**config.mk**
```make
export PLATFORM = sky130hd
export DESIGN_NAME = etag_header_line_parser
export DESIGN_NICKNAME = d
export VERILOG_FILES = /design/src/design/ehlp_pkg.sv /design/src/design/ehlp_step.sv /design/src/design/ehlp_out_buf.sv /design/src/design/etag_header_line_parser.sv
export SDC_FILE = /design/constraint.sdc
export NUM_CORES = 1
export LEC_CHECK = 0
export ABC_AREA = 1
export BUFFER_PORTS_ARGS = -buffer_cell sky130_fd_sc_hd__clkbuf_2
export CAP_MARGIN = 20
export CORE_MARGIN = 2
export CORE_UTILIZATION = 63
export DETAILED_ROUTE_END_ITERATION = 8
export GPL_TIMING_DRIVEN = 0
export PLACE_DENSITY = 0.84
export SYNTH_ARGS = -nofsm -noshare
export SYNTH_HDL_FRONTEND = slang
export SYNTH_HIERARCHICAL = 1
export SYNTH_SLANG_ARGS = --single-unit
```
**constraint.sdc**
```tcl
create_clock -name clk -period 5.8 [get_ports clk]
set_clock_uncertainty 0.05 [all_clocks]
set_input_delay 0.58 -clock clk [delete_from_list [all_inputs] [get_ports clk]]
set_output_delay 0.58 -clock clk [all_outputs]
set_load 0.01 [all_outputs]
```
**src/design/ehlp_pkg.sv**
```systemverilog
// Package for the etag header line parser.
// Holds the parser phase and status codes, the key constants and the result record.
// No dependencies.
package ehlp_pkg;

  // Parser phases.
  typedef enum logic [2:0] {
    PH_KEY    = 3'd0,
    PH_PRE    = 3'd1,
    PH_POST   = 3'd2,
    PH_VALUE  = 3'd3,
    PH_IGNORE = 3'd4
  } phase_t;

  // Line status codes as reported on the final byte.
  typedef enum logic [1:0] {
    ST_OK         = 2'd0,
    ST_NOT_ETAG   = 2'd1,
    ST_BAD_FORMAT = 2'd2,
    ST_TOO_LONG   = 2'd3
  } status_t;

  // Key letters, lowest position in the lowest byte.
  localparam logic [3:0][7:0] KEY_LO = {8'h67, 8'h61, 8'h74, 8'h65};
  localparam logic [3:0][7:0] KEY_UP = {8'h47, 8'h41, 8'h54, 8'h45};

  localparam logic [7:0] CHAR_COLON = 8'h3A;
  localparam logic [7:0] CHAR_CR    = 8'h0D;
  localparam logic [7:0] CHAR_SPACE = 8'h20;
  localparam logic [7:0] CHAR_TAB   = 8'h09;

  // Width of the index and length fields on the result channel.
  localparam int OUT_CNT_W = 6;

  // Control state of the parser, apart from the value count.
  typedef struct packed {
    phase_t      phase;
    logic [1:0]  key_pos;
    status_t     err;
  } ctrl_t;

  // One result record; value_byte sits in the lowest bits.
  typedef struct packed {
    logic [OUT_CNT_W-1:0] value_length;
    status_t              status;
    logic                 finished;
    logic [OUT_CNT_W-1:0] value_index;
    logic                 value_valid;
    logic [7:0]           value_byte;
  } res_t;

  // A space or a horizontal tab.
  function automatic logic is_blank(input logic [7:0] c);
    return (c == CHAR_SPACE) || (c == CHAR_TAB);
  endfunction

endpackage

```
**src/design/ehlp_step.sv**
```systemverilog
// Next-state and result logic of the etag header line parser for one byte.
// Depends on ehlp_pkg.
module ehlp_step
  import ehlp_pkg::*;
#(
  parameter int VALUE_BUFFER_BYTES = 64,
  parameter int CNT_W              = 6
) (
  input  ctrl_t            ctrl,
  input  logic [CNT_W-1:0] count,
  input  logic [7:0]       hdr_byte,
  input  logic             line_end,
  output ctrl_t            ctrl_nxt,
  output logic [CNT_W-1:0] count_nxt,
  output res_t             res
);

  localparam logic [CNT_W-1:0] CNT_MAX = CNT_W'(VALUE_BUFFER_BYTES - 1);

  ctrl_t            c_upd;
  logic [CNT_W-1:0] n_upd;
  logic             vvalid;
  logic [CNT_W-1:0] vindex;

  // Per-phase update of the parser for this byte.
  always_comb begin
    c_upd  = ctrl;
    n_upd  = count;
    vvalid = 1'b0;
    vindex = '0;
    unique case (ctrl.phase)
      PH_KEY: begin
        if (hdr_byte == KEY_LO[ctrl.key_pos] || hdr_byte == KEY_UP[ctrl.key_pos]) begin
          if (ctrl.key_pos == 2'd3) begin
            c_upd.phase = PH_PRE;
          end else begin
            c_upd.key_pos = ctrl.key_pos + 2'd1;
          end
        end else begin
          c_upd.err   = ST_NOT_ETAG;
          c_upd.phase = PH_IGNORE;
        end
      end
      PH_PRE: begin
        if (is_blank(hdr_byte)) begin
          c_upd.phase = PH_PRE;
        end else if (hdr_byte == CHAR_COLON) begin
          c_upd.phase = PH_POST;
        end else begin
          c_upd.err   = ST_BAD_FORMAT;
          c_upd.phase = PH_IGNORE;
        end
      end
      PH_POST: begin
        // Any byte other than a blank opens the value.
        if (!is_blank(hdr_byte)) begin
          c_upd.phase = PH_VALUE;
          vvalid      = 1'b1;
          n_upd       = CNT_W'(1);
        end
      end
      PH_VALUE: begin
        if (is_blank(hdr_byte) || hdr_byte == CHAR_CR) begin
          c_upd.phase = PH_IGNORE;
        end else if (count < CNT_MAX) begin
          vvalid = 1'b1;
          vindex = count;
          n_upd  = count + CNT_W'(1);
        end else begin
          c_upd.err   = ST_TOO_LONG;
          c_upd.phase = PH_IGNORE;
        end
      end
      default: begin
        c_upd = ctrl;
      end
    endcase
  end

  // Result record and return to the idle state on the final byte.
  always_comb begin
    res.value_byte  = vvalid ? hdr_byte : 8'h00;
    res.value_valid = vvalid;
    res.value_index = OUT_CNT_W'(vindex);
    res.finished    = line_end;
    res.status      = line_end ? c_upd.err : ST_OK;
    res.value_length = (line_end && c_upd.err == ST_OK) ? OUT_CNT_W'(n_upd) : '0;
    if (line_end) begin
      ctrl_nxt.phase   = PH_KEY;
      ctrl_nxt.key_pos = 2'd0;
      ctrl_nxt.err     = ST_OK;
      count_nxt        = '0;
    end else begin
      ctrl_nxt  = c_upd;
      count_nxt = n_upd;
    end
  end

endmodule

```
**src/design/ehlp_out_buf.sv**
```systemverilog
// Two-entry output buffer that separates the result channel from the input side.
// Depends on ehlp_pkg for the result record.
module ehlp_out_buf
  import ehlp_pkg::*;
(
  input  logic clk,
  input  logic rst_n,
  input  logic push_valid,
  output logic push_ready,
  input  res_t push_data,
  output logic pop_valid,
  input  logic pop_ready,
  output res_t pop_data
);

  localparam logic [1:0] FILL_EMPTY = 2'd0;
  localparam logic [1:0] FILL_ONE   = 2'd1;
  localparam logic [1:0] FILL_FULL  = 2'd2;

  logic [1:0] fill_r, fill_nxt;
  res_t       head_r, head_nxt;
  res_t       tail_r, tail_nxt;
  logic       push, pop;

  assign push_ready = (fill_r != FILL_FULL);
  assign pop_valid  = (fill_r != FILL_EMPTY);
  assign pop_data   = head_r;
  assign push       = push_valid && push_ready;
  assign pop        = pop_valid && pop_ready;

  // Slot and fill update.
  always_comb begin
    fill_nxt = fill_r;
    head_nxt = head_r;
    tail_nxt = tail_r;
    unique case (fill_r)
      FILL_EMPTY: begin
        if (push) begin
          head_nxt = push_data;
          fill_nxt = FILL_ONE;
        end
      end
      FILL_ONE: begin
        if (push && pop) begin
          head_nxt = push_data;
        end else if (push) begin
          tail_nxt = push_data;
          fill_nxt = FILL_FULL;
        end else if (pop) begin
          fill_nxt = FILL_EMPTY;
        end
      end
      FILL_FULL: begin
        if (pop) begin
          head_nxt = tail_r;
          fill_nxt = FILL_ONE;
        end
      end
      default: begin
        fill_nxt = FILL_EMPTY;
      end
    endcase
  end

  // Fill count is reset; the slots hold payload only.
  always_ff @(posedge clk) begin
    if (!rst_n) begin
      fill_r <= FILL_EMPTY;
    end else begin
      fill_r <= fill_nxt;
    end
  end

  always_ff @(posedge clk) begin
    head_r <= head_nxt;
    tail_r <= tail_nxt;
  end

endmodule

```
**src/design/etag_header_line_parser.sv**
```systemverilog
// Top level of the etag header line parser: parser state registers and output buffer.
// Depends on ehlp_pkg, ehlp_step and ehlp_out_buf.
//
// Channel  Direction  Signals                        Content
// in_      slave      tvalid tready tdata[7:0] tlast  header byte, tlast on final byte
// out_     master     tvalid tready tdata[23:0] tlast one result per byte, tlast = finished
//
// A new byte is accepted every cycle while the two-entry output buffer has room;
// its result is registered in the output buffer, and results leave in byte order.
// Reset is synchronous and active low; it returns the parser to key matching
// and empties the output buffer.
// A stall on out_tready fills the buffer, and in_tready drops once it holds two results.
module etag_header_line_parser
  import ehlp_pkg::*;
#(
  parameter int VALUE_BUFFER_BYTES = 64
) (
  input  logic        clk,
  input  logic        rst_n,
  input  logic        in_tvalid,
  output logic        in_tready,
  input  logic [7:0]  in_tdata,   // [7:0] header_byte
  input  logic        in_tlast,   // line_end
  output logic        out_tvalid,
  input  logic        out_tready,
  output logic [23:0] out_tdata,  // [7:0] value_byte, [8] value_valid, [14:9] value_index,
                                  // [16:15] status, [22:17] value_length, [23] zero
  output logic        out_tlast   // finished
);

  localparam int CNT_W = $clog2(VALUE_BUFFER_BYTES);

  ctrl_t            ctrl_r, ctrl_nxt;
  logic [CNT_W-1:0] count_r, count_nxt;
  res_t             step_res;
  res_t             out_res;
  logic             in_accept;

  assign in_accept = in_tvalid && in_tready;

  // Byte-level parser logic.
  ehlp_step #(
    .VALUE_BUFFER_BYTES (VALUE_BUFFER_BYTES),
    .CNT_W              (CNT_W)
  ) u_step (
    .ctrl      (ctrl_r),
    .count     (count_r),
    .hdr_byte  (in_tdata),
    .line_end  (in_tlast),
    .ctrl_nxt  (ctrl_nxt),
    .count_nxt (count_nxt),
    .res       (step_res)
  );

  // Parser state advances on every accepted transaction.
  always_ff @(posedge clk) begin
    if (!rst_n) begin
      ctrl_r.phase   <= PH_KEY;
      ctrl_r.key_pos <= 2'd0;
      ctrl_r.err     <= ST_OK;
      count_r        <= '0;
    end else if (in_accept) begin
      ctrl_r  <= ctrl_nxt;
      count_r <= count_nxt;
    end
  end

  // Result buffering toward the output channel.
  ehlp_out_buf u_out_buf (
    .clk        (clk),
    .rst_n      (rst_n),
    .push_valid (in_tvalid),
    .push_ready (in_tready),
    .push_data  (step_res),
    .pop_valid  (out_tvalid),
    .pop_ready  (out_tready),
    .pop_data   (out_res)
  );

  assign out_tdata = {1'b0, out_res.value_length, out_res.status, out_res.value_index,
                      out_res.value_valid, out_res.value_byte};
  assign out_tlast = out_res.finished;

  // A final byte returns the parser to its idle state.
  a_line_end_clears: assert property (@(posedge clk) disable iff (!rst_n)
    (in_accept && in_tlast) |=>
      (ctrl_r.phase == PH_KEY && ctrl_r.key_pos == 2'd0 && ctrl_r.err == ST_OK
       && count_r == '0))
    else $error("parser state not cleared after final byte");

  // A latched error always sends the parser to the ignore phase.
  a_err_ignores: assert property (@(posedge clk) disable iff (!rst_n)
    (ctrl_r.err != ST_OK) |-> (ctrl_r.phase == PH_IGNORE))
    else $error("error latched outside the ignore phase");

  // No value byte is counted while the key or the separator is being matched.
  a_count_idle: assert property (@(posedge clk) disable iff (!rst_n)
    (ctrl_r.phase == PH_KEY || ctrl_r.phase == PH_PRE || ctrl_r.phase == PH_POST)
      |-> (count_r == '0))
    else $error("value count nonzero before the value starts");

endmodule
```
==> results of run 1 <==
logic make-up (layout without fill, tap and decap cells):
| group | count (synthesis) | in the layout | share of synthesized area |
|---|---|---|---|
| xor+xnor | 1 | 1 | 0.00249 |
| flops | 63 | 63 | 0.496 |
| simple gates | 272 | 272 | 0.357 |
| buf+inv | 67 | 122 | 0.0897 |
| compound gates | 29 | 29 | 0.0466 |
| other cells | 1 | 1 | 0.00107 |
| fa+ha+maj | 2 | 2 | 0.00712 |
registers in the layout, summed over array words and instances (netlist names):
| register | flops |
|---|---|
| ctrl_r | 7 |
| u_out_buf/pop_data | 24 |
| u_out_buf/fill_r | 2 |
| count_r | 6 |
| u_out_buf/tail_r | 24 |
metal layers:
layer,track usage,vias to the layer above,part of all wire
met2,0.397,133,0.47
met1,0.331,1358,0.44
met5,0,-,0
met3,0.0568,24,0.064
met4,0.114,0,0.022
li1,-,1485,-
worst max-delay path, stage by stage, from the launching register on:
cell and delay [ns]:
dfxtp_1 0.43, ha_1 0.29, nand3_2 0.13, nor3_4 0.19, inv_2 0.12, ha_1 0.30
a21oi_2 0.19, nor2_2 0.07, nand2_1 0.06, nand2_1 0.06
where the power goes:
| part | total, W | leakage, nW | internal (W) | switching [W] |
|---|---|---|---|---|
| combinational | 0.000159 | 1.17 | 0.0000536 | 0.000106 |
| sequential | 0.000528 | 0.602 | 0.000514 | 0.0000138 |
| clock | 0.000375 | 0.0956 | 0.000199 | 0.000177 |
Yosys cell counts:
cell type	number	area share
a21oi_1	8	0.011
a21oi_2	3	0.0075
a31oi_1	2	0.0036
buf_2	1	0.0014
buf_4	8	0.017
buf_6	4	0.013
clkbuf_1	1	0.0011
conb_1	1	0.0011
dfxtp_1	15	0.085
edfxtp_1	48	0.41
ha_1	2	0.0071
inv_1	44	0.047
inv_2	8	0.0085
inv_4	1	0.0018
nand2_1	125	0.13
nand2_2	11	0.020
nand2_4	2	0.0064
nand2_8	1	0.0057
nand3_1	37	0.053
nand3_2	3	0.0085
nand4_1	3	0.0053
nand4_4	1	0.0061
nor2_1	71	0.076
nor2_2	9	0.016
nor2_4	4	0.013
nor2_8	1	0.0057
nor3_1	2	0.0028
nor3_4	1	0.0046
nor4_1	1	0.0018
o21ai_0	7	0.010
o21ai_1	7	0.010
o21ai_2	1	0.0025
o22ai_1	1	0.0018
xnor2_1	1	0.0025
worst max path at each step:
| stage | start | slack, ns | end |
|---|---|---|---|
| floorplan | out_tready | 2.25 | u_out_buf/tail_r[0] |
| global placement | out_tready | 1.38 | u_out_buf/tail_r[15] |
| detailed placement | in_tdata[3] | 3.55 | u_out_buf/pop_data[16] |
| CTS | count_r[0] | 3.68 | u_out_buf/pop_data[18] |
| global route | count_r[0] | 3.54 | u_out_buf/pop_data[18] |
| finish | count_r[0] | 3.66 | u_out_buf/pop_data[18] |
per-stage QoR:
step	util	hold WS (ns)	worst slack [ns]	power [W]
finish	0.737	0.378	3.66	0.00106
global placement	0.697	0.424	1.38	0.000689
global route	0.737	0.361	3.54	0.00111
detailed placement	0.701	0.425	3.55	0.000696
CTS	0.737	0.366	3.68	0.00107
floorplan	-	0.406	2.25	0.000648
layout by cell type (no fill, tap or decap), types with 3 or more instances in the layout:
cell type  count
o21ai_1        7
clkbuf_8       9
nand3_1       37
nor2_2         9
inv_1         44
buf_4         10
nand4_1        3
nand2_2       11
clkbuf_2      37
o21ai_0        7
nand3_2        3
edfxtp_1      48
dfxtp_1       15
nor2_4         4
nor2_1        71
a21oi_2        3
buf_6          4
inv_2          8
a21oi_1        8
nand2_1      125
final cells by class:
type	instances	area (µm²)	share of cell area
flip-flops and latches	63	1740	0.435
multi-input cells	305	1460	0.365
inverters	53	201	0.0503
repair buffers	39	200	0.0500
clock buffers	9	124	0.0309
plain buffers	14	114	0.0284
well taps	72	90.1	0.0225
clock inverters	7	72.6	0.0181
==> reports/qor.txt, run 1 <==
fillers: 399
R2R cell count: 9
fraction of layout cells with a size suffix above 1: 0.235
global-route wire length before repair: 12.1 mm
worst hold path type: input port to register
hold path endpoint: u_out_buf/tail_r[15]
RSZ-0062 raised after global routing: false
H-tree lvl count: 3
Synth-to-Final Area Change: 14.0%
CTS Hold Buffers Added: 0
clock tree from TritonCTS: yes
Tmin final: 2.14 ns
vias after detailed routing: 3000
Max-slew headroom: 0.366
non-filler cells, final: 562
Initial Utilization: 0.646
largest net degree at the start of global routing: 25
post-synthesis sequential area ratio: 0.496
Syn Inst Count: 435
Worst VDD drop: 165 µV
IO Count: 40
Worst-Margin Slew: 0.943 ns
Hold Fails Final Rpt: 0
post_cts resized: 0
Setup CP Type: register to register
die area: 0.00619 mm²
HP Start: in_tlast
clk buf depth: 2
final setup vio count: 0
leakage: 1.87 nW
WL/cell: 13.0 µm
number of setup buffers added after CTS: 0
Tot GR Track Use: 0.251
outcome: finished, final reports clean
DP Wirelength: 5.41 mm
Cell Pwr Density: 265 mW/mm²
warnings from Yosys: 6
Hold Crit Depth: 1
Final TNS setup: 0 ns
Netlist cell types: 34
FF-to-FF End: u_out_buf/pop_data[18]
Crit Reg-Reg Startpoint: count_r[0]
mapped cell area: 0.00351 mm²
DRT antenna net count: 0
RD Place Congestion: 0.895
First-pass DRT Iterations: 7
clock root cell: clkbuf_8
average size of a mapped cell: 8.08 µm²
Port-buffer cells: 37
area of the core: 0.00544 mm²
ant diodes: 0
Sink Count: 63
Worst-Skew Late Latency: 0.34 ns
Die Ht: 78.7 µm
Max Clk Rate: 467 MHz
Cell Area, Placed: 0.00381 mm²
CP endpoint kind: register
initial antenna violation count: 0
Iter 0 DRT Violations: 203
WP data arrival: 2.19 ns
grt ovf: 0
post-placement cell count: 546
FF-to-FF setup slack: 3.66 ns
final period utilization: 0.369
TritonCTS buffer count: 9
DRT Wirelength: 7.32 mm
row count: 27
vias in the first global route: 2673
Die W: 78.7 µm
data required time of the worst path: 5.84 ns
clock-pin slew on the worst setup and hold paths: 0.07 ns
max-slew violations: 0
Final nets: 500
cell area after layout: 0.00401 mm²
CP max FO: 5
Net Count, Synth: 450
Via density: 5.34
Max-Cap Viols: 0
# DRC: 0
number of synthesized register bits: 63
critical path launch point type: register
(Power assumes the default switching activity.)
==> run 2: changes to the inputs <==
--- a/config.mk
+++ b/config.mk
@@ -5,14 +5,14 @@
 export SDC_FILE = /design/constraint.sdc
 export NUM_CORES = 1
 export LEC_CHECK = 0
-export ABC_AREA = 1
+export ABC_AREA = 0
 export BUFFER_PORTS_ARGS = -buffer_cell sky130_fd_sc_hd__clkbuf_2
 export CAP_MARGIN = 20
 export CORE_MARGIN = 2
-export CORE_UTILIZATION = 63
+export CORE_UTILIZATION = 52
 export DETAILED_ROUTE_END_ITERATION = 8
 export GPL_TIMING_DRIVEN = 0
-export PLACE_DENSITY = 0.84
+export PLACE_DENSITY = 0.74
 export SYNTH_ARGS = -nofsm -noshare
 export SYNTH_HDL_FRONTEND = slang
 export SYNTH_HIERARCHICAL = 1
==> constraint.sdc (replaced) <==
create_clock -name clk -period 1.85 [get_ports clk]
set_clock_uncertainty 0.05 [all_clocks]
set_input_delay 0.185 -clock clk [delete_from_list [all_inputs] [get_ports clk]]
set_output_delay 0.185 -clock clk [all_outputs]
set_load 0.01 [all_outputs]
==> run 2 against run 1 <==
The run now ends with setup timing left. Final cell count fell by 22%. Total power rose to 2.7 times the previous value. Design area rose by 8.9%. Non-clock buffer count increased by 24. Highest routed layer unchanged.
==> reports/qor.txt, run 2 <==
outcome: finished, violations left
failing checks: setup timing
Post-synth EDFFs: 48 (unchanged)
fillers: 432 (+8.3%)
Pwr Total: 0.00287 W (+170%)
initial antenna violation count: 0 (unchanged)
warnings from Yosys: 6 (unchanged)
clk buf depth: 2 (unchanged)
Die W: 84.5 µm (+7.4%)
Syn Inst Count: 284 (-35%)
average size of a mapped cell: 11.9 µm² (+47%)
Netlist cell types: 62 (+82%)
leakage: 1.61 nW (-14%)
Max-slew headroom: 0.472 (+0.106)
Sink Count: 63 (unchanged)
DRT Wirelength: 8.19 mm (+12%)
Seq. cell area: 0.00176 mm² (+1.2%)
IO Count: 40 (unchanged)
number of synthesized register bits: 63 (unchanged)
Die Ht: 84.5 µm (+7.4%)
commonest cells in the netlist: edfxtp_1 (48), nand2_1 (20), mux2_4 (18), nor2_1 (17), dfxtp_1 (15)
WP data arrival: 2.52 ns (+0.33 ns)
fraction of layout cells with a size suffix above 1: 0.529 (+0.295)
CP max FO: 6 (+1)
asr flop ratio synth: 0 (unchanged)
count leader, synth: edfxtp_1
Via density: 6.19 (+16%)
Main synth FF type: edfxtp_1
Hold Fails Final Rpt: 0 (unchanged)
most common cell after layout, fill and taps aside: edfxtp_1
Cell Pwr Density: 659 mW/mm² (+150%)
die area: 0.00714 mm² (+15%)
Iter 0 DRT Violations: 281 (+38%)
TritonCTS buffer count: 9 (unchanged)
pre-CTS setup slack: -0.592 ns (-4.14 ns)
final setup vio count: 34 (+34)
critical path launch point type: register
non-filler cells, final: 436 (-22%)
First-pass DRT Iterations: 7 (unchanged)
most frequent cells in the layout: edfxtp_1 (48), clkbuf_2 (39), buf_4 (21)
ant diodes: 0 (unchanged)
vias after detailed routing: 2697 (-10%)
Worst-Skew Late Latency: 0.35 ns (about the same)
largest area contributor in the netlist: edfxtp_1
CP endpoint kind: register
largest net degree at the start of global routing: 25 (unchanged)
Min Hold Slack: 0.0492 ns (-0.329 ns)
Worst-Margin Slew: 0.790 ns (-0.154 ns)
data required time of the worst path: 2.02 ns (-3.82 ns)
Net Count, Synth: 299 (-34%)
Layout Utilization: 0.691 (-0.0458)
# DRC: 0 (unchanged)
mapped cell area: 0.00337 mm² (-4.1%)
RSZ-0062 raised after global routing: true
Initial Utilization: 0.534 (-0.113)
Port-buffer cells: 38 (+2.7%)
DP Wirelength: 4.89 mm (-9.6%)
clock root cell: clkbuf_8
Tot GR Track Use: 0.218 (-0.0325)
DRT antenna net count: 0 (unchanged)
top cell type's share of synthesized area: 0.428 (+0.0177)
Setup CP Type: register to register
vias in the first global route: 2560 (-4.2%)
Tmin final: 2.35 ns (+0.210 ns)
H-tree lvl count: 3 (unchanged)
WL/cell: 18.8 µm (+44%)
Synth-to-Final Area Change: 29.5%
final period utilization: 1.27 (+0.902)
synth top area cells: edfxtp_1 (43%), dfxtp_1 (8.9%), mux2_4 (8.0%)
area of the multi-input gates: 0.00176 mm² (+21%)
Max Clk Rate: 425 MHz (-8.9%)
Worst VDD drop: 367 µV (+120%)
Final nets: 369 (-26%)
max-slew violations: 0 (unchanged)
post-placement cell count: 399 (-27%)
clock-pin slew on the worst setup and hold paths: 0.07 ns (about the same)
post-synthesis sequential area ratio: 0.517 (+0.0213)
area of the core: 0.00631 mm² (+16%)
Worst Setup Slack, final: -0.501 ns (-4.16 ns)
row count: 29 (+7.4%)
Max-Cap Viols: 0 (unchanged)
RD Place Congestion: 0.909 (+1.5%)
clock tree from TritonCTS: yes
grt ovf: 0 (unchanged)
global-route wire length before repair: 12.2 mm (+0.73%)
worst hold path type: input port to register
run 2: cell count changes after synthesis, moves of 10 or more:
cell     change
nand2_2     -11
nand2_1    -105
nand4_1     +11
mux2_4      +18
inv_1       -38
o21ai_2     +10
nand3_1     -33
nor2_1      -54
nor3_1      +11
run 2: kinds of logic (layout without fill, tap and decap cells):
logic type / after synthesis / after routing / share of synthesized area
compound gates: 51 / 51 / 0.114
flops: 63 / 63 / 0.517
other cells: 1 / 1 / 0.00111
simple gates: 114 / 115 / 0.192
mux: 26 / 26 / 0.106
xor+xnor: 2 / 2 / 0.00520
buf+inv: 25 / 99 / 0.0576
fa+ha+maj: 2 / 2 / 0.00743
run 2: worst max-delay path: stages, from the launching register on:
cell	delay [ns]
dfxtp_4	0.35
nand2b_4	0.14
or4b_4	0.48
a211o_1	0.31
a2111o_1	0.51
nor3_2	0.21
mux2_4	0.18
run 2: final timing paths:
path / startpoint / end / cells past startpoint / slack (ns)
worst max-delay path: ctrl_r[3] / u_out_buf/pop_data[23] / 6 / -0.50
worst min-delay path: rst_n / u_out_buf/fill_r[0] / 2 / 0.05
worst max register to register: ctrl_r[3] / u_out_buf/pop_data[23] / 6 / -0.50
worst min register to register: ctrl_r[4] / ctrl_r[4] / 2 / 0.41
run 2: stage by stage:
stage	setup TNS (ns)	cell area [µm²]
detailed placement	-17.90	3710
floorplan	-3.25	3430
finish	-8.24	4360
global placement	-14.38	3710
global route	-9.44	4360
CTS	-7.20	4220
run 2: report_power, final:
group	switching (W)	internal [W]
clock network	0.000552	0.000481
logic	0.000160	0.000105
registers	0.0000170	0.00156
total	0.000729	0.00214
run 2: what timing repair did:
| action | 4_1_cts | 5_1_grt |
|---|---|---|
| hold endpoints to repair | 1 | 0 |
| pin swaps | 17 | 9 |
| resized for setup | 47 | 30 |
| setup endpoints to repair | 93 | 39 |
| hold buffers | 1 | 0 |
| cloned | 0 | 1 |
| setup buffers | 17 | 6 |
run 2: per-layer routing:
metal,up-vias,GRT usage,part of all wire
met5,-,0,0
met4,0,0.0880,0.026
met3,24,0.0600,0.076
met2,149,0.355,0.49
met1,1296,0.276,0.41
li1,1228,-,-
run 2: layout make-up:
class | instances | share of cell area
clock buffers | 10 | 0.0293
repair buffers | 59 | 0.0846
inverters | 6 | 0.00574
well taps | 77 | 0.0221
flip-flops and latches | 63 | 0.404
plain buffers | 18 | 0.0413
multi-input cells | 197 | 0.404
clock inverters | 6 | 0.00860
==> run 3: changes to the inputs <==
--- a/config.mk
+++ b/config.mk
@@ -9,10 +9,10 @@
 export BUFFER_PORTS_ARGS = -buffer_cell sky130_fd_sc_hd__clkbuf_2
 export CAP_MARGIN = 20
 export CORE_MARGIN = 2
-export CORE_UTILIZATION = 52
+export CORE_UTILIZATION = 35
 export DETAILED_ROUTE_END_ITERATION = 8
 export GPL_TIMING_DRIVEN = 0
-export PLACE_DENSITY = 0.74
+export PLACE_DENSITY = 0.53
 export SYNTH_ARGS = -nofsm -noshare
 export SYNTH_HDL_FRONTEND = slang
 export SYNTH_HIERARCHICAL = 1
==> run 3 against run 2 <==
The flow still finishes with violations (setup timing). Final cell count is 13% higher. Die area increased by 46%. Combinational power grew 2%. Flip-flop and latch count unchanged. Register-to-register slack worse by 0.03 ns. Non-clock buffer count is 4 higher. First-iteration DRC count is 44% lower. Clock power grew 41%. Largest cell class is now flip-flops and latches. Highest routed layer unchanged.
==> reports/qor.txt, run 3 (synthesized netlist as in run 2, its figures left out) <==
Cell Area, Placed: 0.00381 mm² (+2.6%)
clock-pin slew on the worst setup and hold paths: 0.07 ns (about the same)
outcome: finished, violations left
vias after detailed routing: 2488 (-7.7%)
Die W: 102 µm (+21%)
DRT Wirelength: 7.68 mm (-6.3%)
ant diodes: 0 (unchanged)
FF-to-FF setup slack: -0.53 ns (-0.03 ns)
vias in the first global route: 2389 (-6.7%)
global-route wire length before repair: 12.2 mm (-0.68%)
Via density: 5.06 (-18%)
leakage: 1.66 nW (+2.9%)
fillers: 899 (+110%)
HP Start: rst_n
Max-slew headroom: 0.628 (+0.157)
RSZ-0062 raised after global routing: true
data required time of the worst path: 2.02 ns (about the same)
Final nets: 373 (+1.1%)
clock tree from TritonCTS: yes
IO Count: 40 (unchanged)
Tmin final: 2.38 ns (+0.0270 ns)
fraction of layout cells with a size suffix above 1: 0.545 (+0.0162)
cell area after layout: 0.00453 mm² (+3.8%)
clock root cell: clkbuf_8
Hold Crit Depth: 2 (unchanged)
Die Ht: 102 µm (+21%)
final period utilization: 1.29 (+0.0146)
Synth-to-Final Area Change: 34.4%
WP data arrival: 2.55 ns (+0.03 ns)
CP max-delay cell: a2111o_1
Sink Count: 63 (unchanged)
Cell Pwr Density: 726 mW/mm² (+10%)
Max Clk Rate: 421 MHz (-1.1%)
Worst VDD drop: 293 µV (-20%)
TritonCTS buffer count: 9 (unchanged)
most common cell after layout, fill and taps aside: edfxtp_1
RD Place Congestion: 0.909 (about the same)
critical path launch point type: register
largest net degree at the start of global routing: 21 (-16%)
CP max FO: 6 (unchanged)
Worst-Skew Late Latency: 0.34 ns (about the same)
DRT antenna net count: 0 (unchanged)
hold path endpoint: u_out_buf/fill_r[0]
die area: 0.0104 mm² (+46%)
Crit Reg-Reg Startpoint: ctrl_r[3]
Tot GR Track Use: 0.153 (-0.0649)
Worst-Margin Slew: 0.543 ns (-0.246 ns)
# DRC: 0 (unchanged)
clk buf depth: 2 (unchanged)
Iter 0 DRT Violations: 158 (-44%)
CP peak stage delay: 0.53 ns (+0.02 ns)
R2R cell count: 6 (unchanged)
initial antenna violation count: 0 (unchanged)
failing checks: setup timing
grt ovf: 0 (unchanged)
final setup vio count: 31 (-8.8%)
WL/cell: 15.6 µm (-17%)
most frequent cells in the layout: edfxtp_1 (48), clkbuf_2 (39), buf_4 (23)
Worst Setup Slack, final: -0.528 ns (-0.0270 ns)
First-pass DRT Iterations: 5 (-2)
Hold Fails Final Rpt: 0 (unchanged)
Port-buffer cells: 38 (unchanged)
worst hold path type: input port to register
row count: 35 (+21%)
worst path cell trace: nand2b_4 > or4b_4 > a211o_1 > a2111o_1 > a21oi_2 > mux2_4
Max-Cap Viols: 0 (unchanged)
area of the multi-input gates: 0.00175 mm² (-0.78%)
H-tree lvl count: 3 (unchanged)
Initial Utilization: 0.363 (-0.171)
DP Wirelength: 5.21 mm (+6.5%)
Pwr Total: 0.00329 W (+14%)
Seq. cell area: 0.00176 mm² (unchanged)
area of the core: 0.00928 mm² (+47%)
FF-to-FF End: u_out_buf/pop_data[18]
max-slew violations: 0 (unchanged)
Setup CP Type: register to register
CP endpoint kind: register
## run 3: changes by cell type in the layout (fill, tap and decap cells not counted), sizes merged
cell | previous run | this run
buf | 36 | 40
bufinv | 0 | 3
clkinv | 6 | 3
## run 3: timing repair
action	CTS	global route
cloned	0	1
hold buffers	1	0
gates resized for setup	28	47
setup endpoints to repair	45	39
hold endpoints to repair	1	0
pin swaps	7	13
setup buffers	14	9
## run 3: worst max-delay path by stage
stage                            from                     end  cells past startpoint
final                       ctrl_r[3]  u_out_buf/pop_data[18]                      6
after global routing        ctrl_r[3]  u_out_buf/pop_data[18]                      6
after CTS                   ctrl_r[3]  u_out_buf/pop_data[22]                      6
after detailed placement  in_tdata[0]  u_out_buf/pop_data[20]                      8
after global placement    in_tdata[0]  u_out_buf/pop_data[20]                      8
after floorplan             ctrl_r[3]  u_out_buf/pop_data[23]                      6
## run 3: cell type report
cell class | count | share of cell area
sequential | 63 | 0.389
multi-input combinational | 197 | 0.387
timing repair buffer | 63 | 0.0915
buffer | 18 | 0.0398
tap | 129 | 0.0356
clock buffer | 10 | 0.0282
clock inverter | 6 | 0.0240
inverter | 6 | 0.00497
## run 3: report_power, final
part	switching (W)	total, W	internal (W)
clock	0.000552	0.00145	0.000893
combinational	0.000157	0.000269	0.000112
sequential	0.0000151	0.00157	0.00156
## run 3: routing by layer
metal / up-vias / part of all wire / track usage
met5: - / 0 / 0
met3: 15 / 0.042 / 0.0383
met4: 0 / 0.020 / 0.0667
met1: 1180 / 0.47 / 0.204
met2: 65 / 0.47 / 0.238
li1: 1228 / - / -
## run 3: per-stage QoR
stage | setup WS, ns | TNS, ns | hold WS, ns | instances | util
final | -0.528 | -8.05 | 0.0534 | 492 | 0.488
after global routing | -0.600 | -10.58 | 0.0417 | 492 | 0.488
after CTS | -0.471 | -6.87 | 0.0334 | 484 | 0.459
after detailed placement | -0.543 | -15.11 | 0.342 | 453 | 0.410
after global placement | -0.576 | -18.38 | 0.336 | 451 | 0.407
after floorplan | -0.295 | -3.25 | 0.205 | 284 | -
## run 3: worst max-delay path, delay by kind of cell (launching register included)
kind	cells	cell delay (ns)
mux	1	0.17
flops	1	0.34
compound gates	3	1.08
simple gates	2	0.62
